<file path="config.mk">
export PLATFORM = sky130hd
export DESIGN_NAME = event_flag_group_flat
export DESIGN_NICKNAME = d
export VERILOG_FILES = /design/src/sv/efg_pkg.sv /design/src/sv/efg_req_if.sv /design/src/sv/efg_rsp_if.sv /design/src/sv/efg_flag_unit.sv /design/src/sv/efg_waitq.sv /design/src/sv/event_flag_group.sv /design/src/flat_wrapper.sv
export SDC_FILE = /design/constraint.sdc
export NUM_CORES = 1
export LEC_CHECK = 0
export ABC_CLOCK_PERIOD_IN_PS = 10800
export BUFFER_PORTS_ARGS = -buffer_cell sky130_fd_sc_hd__buf_2
export CORE_MARGIN = 3
export CORE_UTILIZATION = 45
export DETAILED_ROUTE_END_ITERATION = 16
export SETUP_SLACK_MARGIN = 0.15
export SLEW_MARGIN = 15
export SYNTH_ARGS = -nofsm -noshare
export SYNTH_HDL_FRONTEND = slang
export SYNTH_HIERARCHICAL = 1
export SYNTH_SLANG_ARGS = --single-unit
</file>
<file path="constraint.sdc">
create_clock -name clk -period 10.8 [get_ports clk]
set_input_delay 0.54 -clock clk [delete_from_list [all_inputs] [get_ports clk]]
set_output_delay 0.54 -clock clk [all_outputs]
set_load 0.01 [all_outputs]
</file>
<file path="src/sv/efg_pkg.sv">
// ----------------------------------------------------------------------------
// efg_pkg
// Shared types, codes and default sizes for the event flag group.
// ----------------------------------------------------------------------------
package efg_pkg;

    localparam int WAIT_DEPTH_DEF     = 16;
    localparam int FLAG_BITS_DEF      = 32;
    localparam int THREAD_ID_BITS_DEF = 8;

    // request kind
    localparam logic KIND_GET = 1'b0;
    localparam logic KIND_SET = 1'b1;

    // flag combine option
    localparam logic [1:0] OPT_AND = 2'd0;
    localparam logic [1:0] OPT_OR  = 2'd1;

    typedef enum logic [2:0] {
        STATUS_SUCCESS = 3'd0,
        STATUS_FAILED  = 3'd1,
        STATUS_INVALID = 3'd2,
        STATUS_QUEUED  = 3'd3,
        STATUS_FULL    = 3'd4
    } status_t;

    // sequencer -> waiter queue
    typedef struct packed {
        logic push;
        logic pop;
    } waitq_ctl_t;

    // waiter queue -> sequencer
    typedef struct packed {
        logic empty;
        logic full;
    } waitq_sts_t;

endpackage

</file>
<file path="src/sv/efg_req_if.sv">
// ----------------------------------------------------------------------------
// efg_req_if
// Request channel: get / set beats with valid-ready handshake.
// ----------------------------------------------------------------------------
interface efg_req_if #(
    parameter int FLAG_BITS      = efg_pkg::FLAG_BITS_DEF,
    parameter int THREAD_ID_BITS = efg_pkg::THREAD_ID_BITS_DEF
);
    logic                      valid;
    logic                      ready;
    logic                      kind;
    logic [FLAG_BITS-1:0]      mask;
    logic [1:0]                option;
    logic                      wait_req;
    logic [THREAD_ID_BITS-1:0] thread_id;

    modport source (
        output valid, kind, mask, option, wait_req, thread_id,
        input  ready
    );

    modport sink (
        input  valid, kind, mask, option, wait_req, thread_id,
        output ready
    );
endinterface

</file>
<file path="src/sv/efg_rsp_if.sv">
// ----------------------------------------------------------------------------
// efg_rsp_if
// Response channel: one beat per result, valid-ready handshake.
// ----------------------------------------------------------------------------
interface efg_rsp_if #(
    parameter int FLAG_BITS      = efg_pkg::FLAG_BITS_DEF,
    parameter int THREAD_ID_BITS = efg_pkg::THREAD_ID_BITS_DEF
);
    logic                      valid;
    logic                      ready;
    logic [2:0]                status;
    logic [FLAG_BITS-1:0]      actual_flags;
    logic                      woken_valid;
    logic [THREAD_ID_BITS-1:0] woken_thread;
    logic                      last;

    modport source (
        output valid, status, actual_flags, woken_valid, woken_thread, last,
        input  ready
    );

    modport sink (
        input  valid, status, actual_flags, woken_valid, woken_thread, last,
        output ready
    );
endinterface

</file>
<file path="src/sv/efg_flag_unit.sv">
// ----------------------------------------------------------------------------
// efg_flag_unit
// Flag word test (all / any of the mask) and set update (AND / OR).
// ----------------------------------------------------------------------------
module efg_flag_unit #(
    parameter int FLAG_BITS = efg_pkg::FLAG_BITS_DEF
) (
    input  logic [FLAG_BITS-1:0] flags,
    input  logic [FLAG_BITS-1:0] mask,
    input  logic                 is_or,
    output logic                 pass,
    output logic [FLAG_BITS-1:0] flags_upd
);

    logic [FLAG_BITS-1:0] hit;

    assign hit       = flags & mask;
    // empty mask: AND passes, OR misses
    assign pass      = is_or ? (|hit) : (hit == mask);
    assign flags_upd = is_or ? (flags | mask) : hit;

endmodule

</file>
<file path="src/sv/efg_waitq.sv">
// ----------------------------------------------------------------------------
// efg_waitq
// Circular FIFO of waiting thread IDs with a registered read port.
// ----------------------------------------------------------------------------
module efg_waitq #(
    parameter int DEPTH   = efg_pkg::WAIT_DEPTH_DEF,
    parameter int ID_BITS = efg_pkg::THREAD_ID_BITS_DEF
) (
    input  logic                clk,
    input  logic                rst_n,
    input  efg_pkg::waitq_ctl_t ctl,
    input  logic [ID_BITS-1:0]  push_id,
    output logic [ID_BITS-1:0]  pop_id,
    output efg_pkg::waitq_sts_t sts
);

    localparam int PTR_W = (DEPTH > 1) ? $clog2(DEPTH) : 1;
    localparam int CNT_W = $clog2(DEPTH + 1);
    localparam int SUM_W = CNT_W + 1;
    localparam logic [PTR_W-1:0] LAST_IDX  = PTR_W'(DEPTH - 1);
    localparam logic [SUM_W-1:0] DEPTH_SUM = SUM_W'(DEPTH);
    localparam logic [CNT_W-1:0] DEPTH_CNT = CNT_W'(DEPTH);

    logic [ID_BITS-1:0] mem [DEPTH];
    logic [PTR_W-1:0]   head_reg, head_next;
    logic [CNT_W-1:0]   count_reg, count_next;
    logic [SUM_W-1:0]   tail_sum;
    logic [PTR_W-1:0]   tail;
    logic [ID_BITS-1:0] pop_id_reg;

    assign tail_sum = SUM_W'(head_reg) + SUM_W'(count_reg);
    assign tail     = (tail_sum >= DEPTH_SUM) ? PTR_W'(tail_sum - DEPTH_SUM)
                                              : PTR_W'(tail_sum);

    always_comb
    begin
        head_next  = head_reg;
        count_next = count_reg;
        if (ctl.pop)
        begin
            head_next  = (head_reg == LAST_IDX) ? '0 : head_reg + 1'b1;
            count_next = count_reg - 1'b1;
        end
        else if (ctl.push)
        begin
            count_next = count_reg + 1'b1;
        end
    end

    always_ff @(posedge clk or negedge rst_n)
    begin
        if (!rst_n)
        begin
            head_reg  <= '0;
            count_reg <= '0;
        end
        else
        begin
            head_reg  <= head_next;
            count_reg <= count_next;
        end
    end

    always_ff @(posedge clk)
    begin
        if (ctl.push)
        begin
            mem[tail] <= push_id;
        end
        if (ctl.pop)
        begin
            pop_id_reg <= mem[head_reg];
        end
    end

    assign pop_id    = pop_id_reg;
    assign sts.empty = (count_reg == '0);
    assign sts.full  = (count_reg == DEPTH_CNT);

endmodule

</file>
<file path="src/sv/event_flag_group.sv">
// ----------------------------------------------------------------------------
// event_flag_group
// Event flag group: flag word plus FIFO of threads waiting on it.
// ----------------------------------------------------------------------------
//  channel | modport | beat
//  --------+---------+--------------------------------------------------
//  req     | sink    | kind, mask, option, wait_req, thread_id
//  rsp     | source  | status, actual_flags, woken_valid, woken_thread, last
//
//  A get or an invalid request: one rsp beat the next cycle after it is accepted.
//  A set: one rsp beat per queued waiter, one beat per cycle out of the queue
//  read port while rsp.ready is high (one beat when the queue is empty).
//  req.ready is high only while no rsp beat is pending.
//  Reset clears the flag word and empties the queue; no clearing pass.
// ----------------------------------------------------------------------------
module event_flag_group #(
    parameter int WAIT_DEPTH     = efg_pkg::WAIT_DEPTH_DEF,
    parameter int FLAG_BITS      = efg_pkg::FLAG_BITS_DEF,
    parameter int THREAD_ID_BITS = efg_pkg::THREAD_ID_BITS_DEF
) (
    input logic       clk,
    input logic       rst_n,
    efg_req_if.sink   req,
    efg_rsp_if.source rsp
);

    typedef enum logic [1:0] {
        S_IDLE = 2'b01,
        S_OUT  = 2'b10
    } state_t;

    state_t               state_reg, state_next;
    logic [FLAG_BITS-1:0] flag_reg, flag_next;
    efg_pkg::status_t     status_reg, status_next;
    logic                 woken_reg, woken_next;

    efg_pkg::waitq_ctl_t     q_ctl;
    efg_pkg::waitq_sts_t     q_sts;
    logic [THREAD_ID_BITS-1:0] q_pop_id;

    logic                 req_fire, rsp_fire;
    logic                 opt_ok, is_or, pass;
    logic [FLAG_BITS-1:0] flags_upd;

    assign req_fire = req.valid && req.ready;
    assign rsp_fire = rsp.valid && rsp.ready;
    assign is_or    = (req.option == efg_pkg::OPT_OR);

    always_comb
    begin
        unique case (req.option) inside
            efg_pkg::OPT_AND, efg_pkg::OPT_OR: opt_ok = 1'b1;
            default:                           opt_ok = 1'b0;
        endcase
    end

    efg_flag_unit #(
        .FLAG_BITS (FLAG_BITS)
    ) u_flag (
        .flags     (flag_reg),
        .mask      (req.mask),
        .is_or     (is_or),
        .pass      (pass),
        .flags_upd (flags_upd)
    );

    efg_waitq #(
        .DEPTH   (WAIT_DEPTH),
        .ID_BITS (THREAD_ID_BITS)
    ) u_waitq (
        .clk     (clk),
        .rst_n   (rst_n),
        .ctl     (q_ctl),
        .push_id (req.thread_id),
        .pop_id  (q_pop_id),
        .sts     (q_sts)
    );

    always_comb
    begin
        state_next  = state_reg;
        flag_next   = flag_reg;
        status_next = status_reg;
        woken_next  = woken_reg;
        q_ctl       = '0;

        unique case (state_reg)
            S_IDLE:
            begin
                if (req_fire)
                begin
                    state_next = S_OUT;
                    woken_next = 1'b0;
                    if (!opt_ok)
                    begin
                        status_next = efg_pkg::STATUS_INVALID;
                    end
                    else if (req.kind == efg_pkg::KIND_GET)
                    begin
                        if (pass)
                        begin
                            status_next = efg_pkg::STATUS_SUCCESS;
                        end
                        else if (!req.wait_req)
                        begin
                            status_next = efg_pkg::STATUS_FAILED;
                        end
                        else if (q_sts.full)
                        begin
                            status_next = efg_pkg::STATUS_FULL;
                        end
                        else
                        begin
                            status_next = efg_pkg::STATUS_QUEUED;
                            q_ctl.push  = 1'b1;
                        end
                    end
                    else
                    begin
                        flag_next   = flags_upd;
                        status_next = efg_pkg::STATUS_SUCCESS;
                        if (!q_sts.empty)
                        begin
                            // first waiter read now, shows up with the beat
                            q_ctl.pop  = 1'b1;
                            woken_next = 1'b1;
                        end
                    end
                end
            end
            S_OUT:
            begin
                if (rsp_fire)
                begin
                    if (woken_reg && !q_sts.empty)
                    begin
                        q_ctl.pop = 1'b1;
                    end
                    else
                    begin
                        state_next = S_IDLE;
                    end
                end
            end
            default:
            begin
                state_next = S_IDLE;
            end
        endcase
    end

    always_ff @(posedge clk or negedge rst_n)
    begin
        if (!rst_n)
        begin
            state_reg  <= S_IDLE;
            flag_reg   <= '0;
            status_reg <= efg_pkg::STATUS_SUCCESS;
            woken_reg  <= 1'b0;
        end
        else
        begin
            state_reg  <= state_next;
            flag_reg   <= flag_next;
            status_reg <= status_next;
            woken_reg  <= woken_next;
        end
    end

    assign req.ready        = (state_reg == S_IDLE);
    assign rsp.valid        = (state_reg == S_OUT);
    assign rsp.status       = status_reg;
    assign rsp.actual_flags = flag_reg;
    assign rsp.woken_valid  = woken_reg;
    assign rsp.woken_thread = woken_reg ? q_pop_id : '0;
    assign rsp.last         = !woken_reg || q_sts.empty;

    // more waiters pending: the next beat follows at once
    assert property (@(posedge clk) disable iff (!rst_n)
        (rsp_fire && !rsp.last) |=> rsp.valid)
        else $error("drain stopped before last beat");

    assert property (@(posedge clk) disable iff (!rst_n)
        !(req.ready && rsp.valid))
        else $error("request taken while a beat is pending");

    assert property (@(posedge clk) disable iff (!rst_n)
        (req_fire && req.kind == efg_pkg::KIND_GET) |=> (!rsp.woken_valid && rsp.last))
        else $error("get produced a wake beat");

    assert property (@(posedge clk) disable iff (!rst_n)
        (req_fire && !opt_ok) |=> ($stable(flag_reg) &&
                                   rsp.status == efg_pkg::STATUS_INVALID))
        else $error("invalid option changed state");

    assert property (@(posedge clk) disable iff (!rst_n)
        !(q_ctl.push && q_ctl.pop))
        else $error("queue push and pop in one cycle");

endmodule
</file>
<file path="src/flat_wrapper.sv">
// flat-port wrapper written by rule: the top's interface ports become plain ports
module event_flag_group_flat 
#(
    parameter int WAIT_DEPTH     = efg_pkg::WAIT_DEPTH_DEF,
    parameter int FLAG_BITS      = efg_pkg::FLAG_BITS_DEF,
    parameter int THREAD_ID_BITS = efg_pkg::THREAD_ID_BITS_DEF
)
  (clk, rst_n, req_valid, req_kind, req_mask, req_option, req_wait_req, req_thread_id, req_ready, rsp_valid, rsp_status, rsp_actual_flags, rsp_woken_valid, rsp_woken_thread, rsp_last, rsp_ready);
  efg_req_if #(.FLAG_BITS(FLAG_BITS), .THREAD_ID_BITS(THREAD_ID_BITS)) req_i ();
  efg_rsp_if #(.FLAG_BITS(FLAG_BITS), .THREAD_ID_BITS(THREAD_ID_BITS)) rsp_i ();
  input logic clk;
  input logic rst_n;
  input wire logic [$bits(req_i.valid)-1:0] req_valid;
  input wire logic [$bits(req_i.kind)-1:0] req_kind;
  input wire logic [$bits(req_i.mask)-1:0] req_mask;
  input wire logic [$bits(req_i.option)-1:0] req_option;
  input wire logic [$bits(req_i.wait_req)-1:0] req_wait_req;
  input wire logic [$bits(req_i.thread_id)-1:0] req_thread_id;
  output wire logic [$bits(req_i.ready)-1:0] req_ready;
  output wire logic [$bits(rsp_i.valid)-1:0] rsp_valid;
  output wire logic [$bits(rsp_i.status)-1:0] rsp_status;
  output wire logic [$bits(rsp_i.actual_flags)-1:0] rsp_actual_flags;
  output wire logic [$bits(rsp_i.woken_valid)-1:0] rsp_woken_valid;
  output wire logic [$bits(rsp_i.woken_thread)-1:0] rsp_woken_thread;
  output wire logic [$bits(rsp_i.last)-1:0] rsp_last;
  input wire logic [$bits(rsp_i.ready)-1:0] rsp_ready;
  assign req_i.valid = req_valid;
  assign req_i.kind = req_kind;
  assign req_i.mask = req_mask;
  assign req_i.option = req_option;
  assign req_i.wait_req = req_wait_req;
  assign req_i.thread_id = req_thread_id;
  assign req_ready = req_i.ready;
  assign rsp_valid = rsp_i.valid;
  assign rsp_status = rsp_i.status;
  assign rsp_actual_flags = rsp_i.actual_flags;
  assign rsp_woken_valid = rsp_i.woken_valid;
  assign rsp_woken_thread = rsp_i.woken_thread;
  assign rsp_last = rsp_i.last;
  assign rsp_i.ready = rsp_ready;
  event_flag_group #(.WAIT_DEPTH(WAIT_DEPTH), .FLAG_BITS(FLAG_BITS), .THREAD_ID_BITS(THREAD_ID_BITS)) u_core (.clk(clk), .rst_n(rst_n), .req(req_i), .rsp(rsp_i));
endmodule
</file>
## Word level (Yosys, flattened, before mapping)

Memories as Yosys holds them, arrays and structs flattened. A register that Yosys moved wholly into a read port is not among the register bits.
Index checks and enable logic that the tools add are counted.
Widths: inputs -> output; s select.

| word-level totals | value |
|---|---|
| flip-flop bits (word level) | 47 |
| ROM bits | 0 |
| latch bits | 0 |
| input port bits | 48 |
| output and inout bits | 47 |
| RAM bits | 128 |
| memories | 1 |

| cells by class | value |
|---|---|
| bitwise gates (word level) | 2 |
| add/subtract/negate cells | 5 |
| order comparisons | 1 |
| muxes and demuxes | 32 |
| divide/modulo/power cells | 0 |
| reduce and logical (&&, ||, !) cells | 14 |
| shift-type cells | 0 |
| eq/ne operators | 9 |
| multiply operators | 0 |

Memory list:

| memory | words | bits a word | read ports | clocked after memory_dff | write ports | RTL line | RTL |
|---|---|---|---|---|---|---|---|
| u_core.u_waitq.mem | 16 | 8 | 1 | 1 | 1 | efg_waitq.sv:24 | `logic [ID_BITS-1:0] mem [DEPTH];` |

Operators by type and width:

| operator | number |
|---|---|
| $and 32x32->32 | 1 |
| $eq 32x32->1 | 1 |
| $mux 32 | 1 |
| $or 32x32->32 | 1 |
| $reduce_or 32->1 | 1 |
| $mux 3 | 5 |
| $mux 1 | 14 |
| $mux 2 | 5 |
| $mux 5 | 2 |
| $mux 4 | 2 |
| $mux 8 | 1 |
| $add 4x5->6 | 1 |
| $ge 6x5->1 const B | 1 |
| $ne 2x2->1 const B | 3 |
| $add 5x1->5 const B | 1 |
| $eq 5x5->1 const B | 1 |
| $logic_not 5->1 | 1 |
| $sub 5x1->5 const B | 1 |
| $add 4x1->4 const B | 1 |
| $eq 2x1->1 const B | 2 |
| $eq 4x4->1 const B | 1 |
| $pmux 2 s2 | 1 |
| $reduce_and 4->1 | 1 |
| $sub 4x1->4 const B | 1 |
| 10 further kinds | 13 |

## Logic depth before layout (Yosys ltp)

| depth | value |
|---|---|
| word-level depth | 10 |
| mapped depth | 10 |
| mapped depth without buffers | 10 |

## Hierarchy

The synthesis kept the hierarchy.

By module, submodules not included:

| module | sequential area each (µm²) | cells an instance | area an instance (µm²) | times used |
|---|---|---|---|---|
| efg_waitq | 4309.1 | 294 | 5883.1 | 1 |
| event_flag_group | 952.2 | 110 | 1702.9 | 1 |
| efg_flag_unit | 0.0 | 108 | 775.7 | 1 |

## Worst setup path after synthesis

Ideal clock, no wire load.

| timing path | value |
|---|---|
| path type | input port to flip-flop |
| from | input port req_mask[10] |
| to | memory u_core/u_waitq/mem[0][0] (netlist bit) (enable) |
| arrival | 3.193 ns |
| slack | 7.236 ns |
| stages on the path | 9 |
| buffers on the path | 0 |
| data required time | 10.430 ns |
| library setup time | 0.370 ns |
| cell sequence | a22o_1 a221oi_2 nand3_1 o41ai_2 o31ai_1 or4b_4 nor3_1 or3b_2 nor2_1 |

RTL lines:

| element | RTL line | RTL |
|---|---|---|
| from (decl) | flat_wrapper.sv:15 | `input wire logic [$bits(req_i.mask)-1:0] req_mask;` |
| to (decl) | efg_waitq.sv:24 |  |

==> results.py <==
metrics = {
    "floorplan": {
        "dieArea_um2": 20300,
        "die_y_um": 142,
        "placementRows": 49,
        "core_area_um2": 18100,
        "start_util_pct": 46.2,
        "die_w_um": 142,
        "io_pins": 95,
    },
    "timing": {
        "hold_viol": 0,
        "worstMarginPinSlew_ns": 0.886,
        "relSlewSlack_pct": 40.8,
        "slew_violations": 0,
        "min_period_ns": 4.30,
        "fin_skew_ns": 0.0118,
        "finalCritPeriodShare_pct": 39.8,
        "tns_ns": 0,
        "setup_viol": 0,
        "rsz0062_at_grt": "no",
        "max_freq_mhz": 232,
    },
    "drt": {
        "vias": 4783,
        "drc": 0,
        "drt_first_pass_iters": 5,
        "wire_per_inst_um": 20.7,
        "finalWirelength_um": 17600,
        "drtIter0Drc": 383,
        "ant_nets": 0,
        "viasPerCell": 5.62,
    },
    "synthesis": {
        "synth_edf_count": 136,
        "yosysTopAreaCellShare_pct": 48.8,
        "synth-warning-count": 6,
        "syn-num-nets": 571,
        "syn_inst": 512,
        "async_flop_share_pct": 25.7,
        "yosys.area.top_type": "edfxtp_1",
        "synthTopCellsByArea": "edfxtp_1 49%, dfrtp_1 14%, mux4_2 5.9%, mux2_4 5.0%, maj3_1 3.8%",
        "synthesis.area_um2": 8360,
        "ys.flop_type": "edfxtp_1",
        "ys_ff_latch": 183,
        "synthDistinctLibCells": 50,
        "syn_area_per_cell_um2": 16.3,
        "ys_seq_area_share_pct": 62.9,
    },
    "worst_setup_path": {
        "end_kind": "flop",
        "cp.required_ns": 10.85,
        "cp_max_fo": 8,
        "crit_arrival_ns": 4.36,
        "rrSetupSlack_ns": 6.50,
        "cp-start-kind": "flop",
        "crit_type": "reg -> reg",
    },
    "final_layout": {
        "nFillCells": 1501,
        "largest_reg_flops": 128,
        "area_delta_synth_final_pct": 15.0,
        "diodes": 0,
        "nets": 668,
        "drive_gt1_share_pct": 31.5,
        "register_area_um2": 5260,
        "multi_input_area_um2": 2800,
    },
    "clocking": {
        "cts_hold_buf": 0,
        "cts_tree": "built",
        "clockBufferDepth": 2,
        "clk_pin_slew_ns": 0.08,
        "cts_resized": 0,
        "ctsRootBufferMaster": "clkbuf_16",
        "htree_levels": 4,
        "insertion_delay_ns": 0.43,
        "cts_made_buffers": 17,
        "cts.sinks": 183,
        "cts_setup_buffers": 0,
    },
    "global_route": {
        "gr-usage-all-layers_pct": 17.8,
        "grt_overflow": 0,
        "grt_pass1_vias": 4752,
        "grt_max_degree": 48,
        "grt_pass1_wl_um": 27100,
        "antenna_found_initial": 0,
    },
    "outcome": {
        "status": "finished clean",
    },
    "placed_design": {
        "gp_congestion": 0.817,
        "port_buffers": 94,
        "dp.final_hpwl_um": 11800,
    },
    "run": {
        "maxCapViolCount": 0,
    },
    "power": {
        "power_density_nw_per_um2": 241,
        "vdd_drop_max_mv": 0.139,
        "p_leak_nw": 3.81,
        "p_total_mw": 2.31,
    },
    "hold_path": {
        "hold_path.class": "in -> async",
    },
}
-- path summary, 6_finish.rpt --
check	start	cells after the start	to
worst max-delay path	u_core/rsp.actual_flags[10]	9	u_core/u_waitq/mem[4][0]
worst max register to register	u_core/rsp.actual_flags[10]	9	u_core/u_waitq/mem[4][0]
max in group asynchronous	rst_n	2	u_core/u_waitq/head_reg[0]
worst min register to register	u_core/rsp.status[2]	2	u_core/rsp.status[2]
worst min-delay path	rst_n	2	u_core/state_reg[1]
min in group clk	req_wait_req	3	u_core/rsp.status[2]
-- report_power, final --
| group | internal (mW) | switching, mW |
|---|---|---|
| Clock | 0.337 | 0.297 |
| Sequential | 0.841 | 0.0966 |
| Combinational | 0.360 | 0.384 |
| Total | 1.54 | 0.777 |
-- cells in the mapped netlist, types with 3 or more instances --
master	count
mux2i_1	5
mux2_4	28
nor2b_1	5
maj3_1	32
a21oi_1	6
a22o_1	5
a21o_1	5
mux4_2	22
mux4_1	10
edfxtp_1	136
mux2_2	6
nand3_1	9
inv_1	36
xnor2_1	6
nor2_1	24
o22ai_1	8
a22oi_1	24
dfrtp_1	46
clkbuf_1	7
xor2_1	3
a221oi_1	8
ha_1	9
o21ai_0	7
and2_1	9
buf_6	8
nand2_1	16
-- per-layer routing --
| metal | vias to the layer above | GRT usage [%] | share of wire (%) |
|---|---|---|---|
| met5 | - | 0 | 0 |
| met4 | 0 | 5.85 | 1.2 |
| met3 | 12 | 3.26 | 5.3 |
| met2 | 139 | 27.7 | 47 |
| met1 | 2437 | 25.7 | 46 |
| li1 | 2195 | - | - |
-- cell type report --
cell class / count / area share (%)
multi-input combinational: 272 / 29.1
tap: 229 / 2.98
clock buffer: 17 / 4.42
timing repair buffer: 99 / 5.28
clock inverter: 15 / 2.07
inverter: 36 / 1.41
sequential: 183 / 54.7
-- metrics by stage --
| stage | instances | hold WS, ns | area, µm² | worst slack [ns] | util [%] |
|---|---|---|---|---|---|
| 6_report | 851 | 0.204 | 9620 | 6.50 | 53.2 |
| 5_1_grt | 851 | 0.249 | 9620 | 6.34 | 53.2 |
| 4_1_cts | 851 | 0.227 | 9620 | 6.55 | 53.2 |
| 3_5_place_dp | 819 | 0.471 | 8990 | 6.36 | 49.7 |
| 3_3_place_gp | 819 | 0.467 | 8990 | 6.50 | 49.7 |
| 2_1_floorplan | 512 | 0.244 | 8360 | 7.24 | - |
-- cell families (layout without fill, tap and decap cells) --
logic type / count (synthesis) / after routing / synth area share, %
muxes: 71 / 71 / 15.5
adders and majority gates: 43 / 43 / 5.66
and+or+nand+nor: 77 / 77 / 4.77
buffers and inverters: 57 / 167 / 3.70
DFF: 183 / 183 / 62.9
xor gates and xnor gates: 9 / 9 / 0.943
AOI/OAI and AO/OA: 72 / 72 / 6.51
-- cell usage in the layout (no fill, tap or decap), types with 8 or more instances in the layout --
cell type,Yosys,final
dfrtp_1,46,45
edfxtp_1,136,136
mux2_4,28,28
a221oi_1,8,8
mux4_1,10,10
mux4_2,22,22
nor2_1,24,24
inv_1,36,36
ha_1,9,9
o22ai_1,8,8
a22oi_1,24,24
maj3_1,32,32
buf_2,2,94
clkbuf_16,0,17
nand2_1,16,16
and2_1,9,9
nand3_1,9,9
-- critical path, cell delays in order, from the launching register on --
cell and delay, ns:
dfrtp_1 0.44, a22o_1 0.26, a221oi_2 0.20, nand3_1 0.14
o41ai_2 0.34, o31ai_1 0.17, or4b_4 0.51, nor3_1 0.65
or3b_2 0.58, nor2_1 0.63
(Power assumes the default switching activity.)
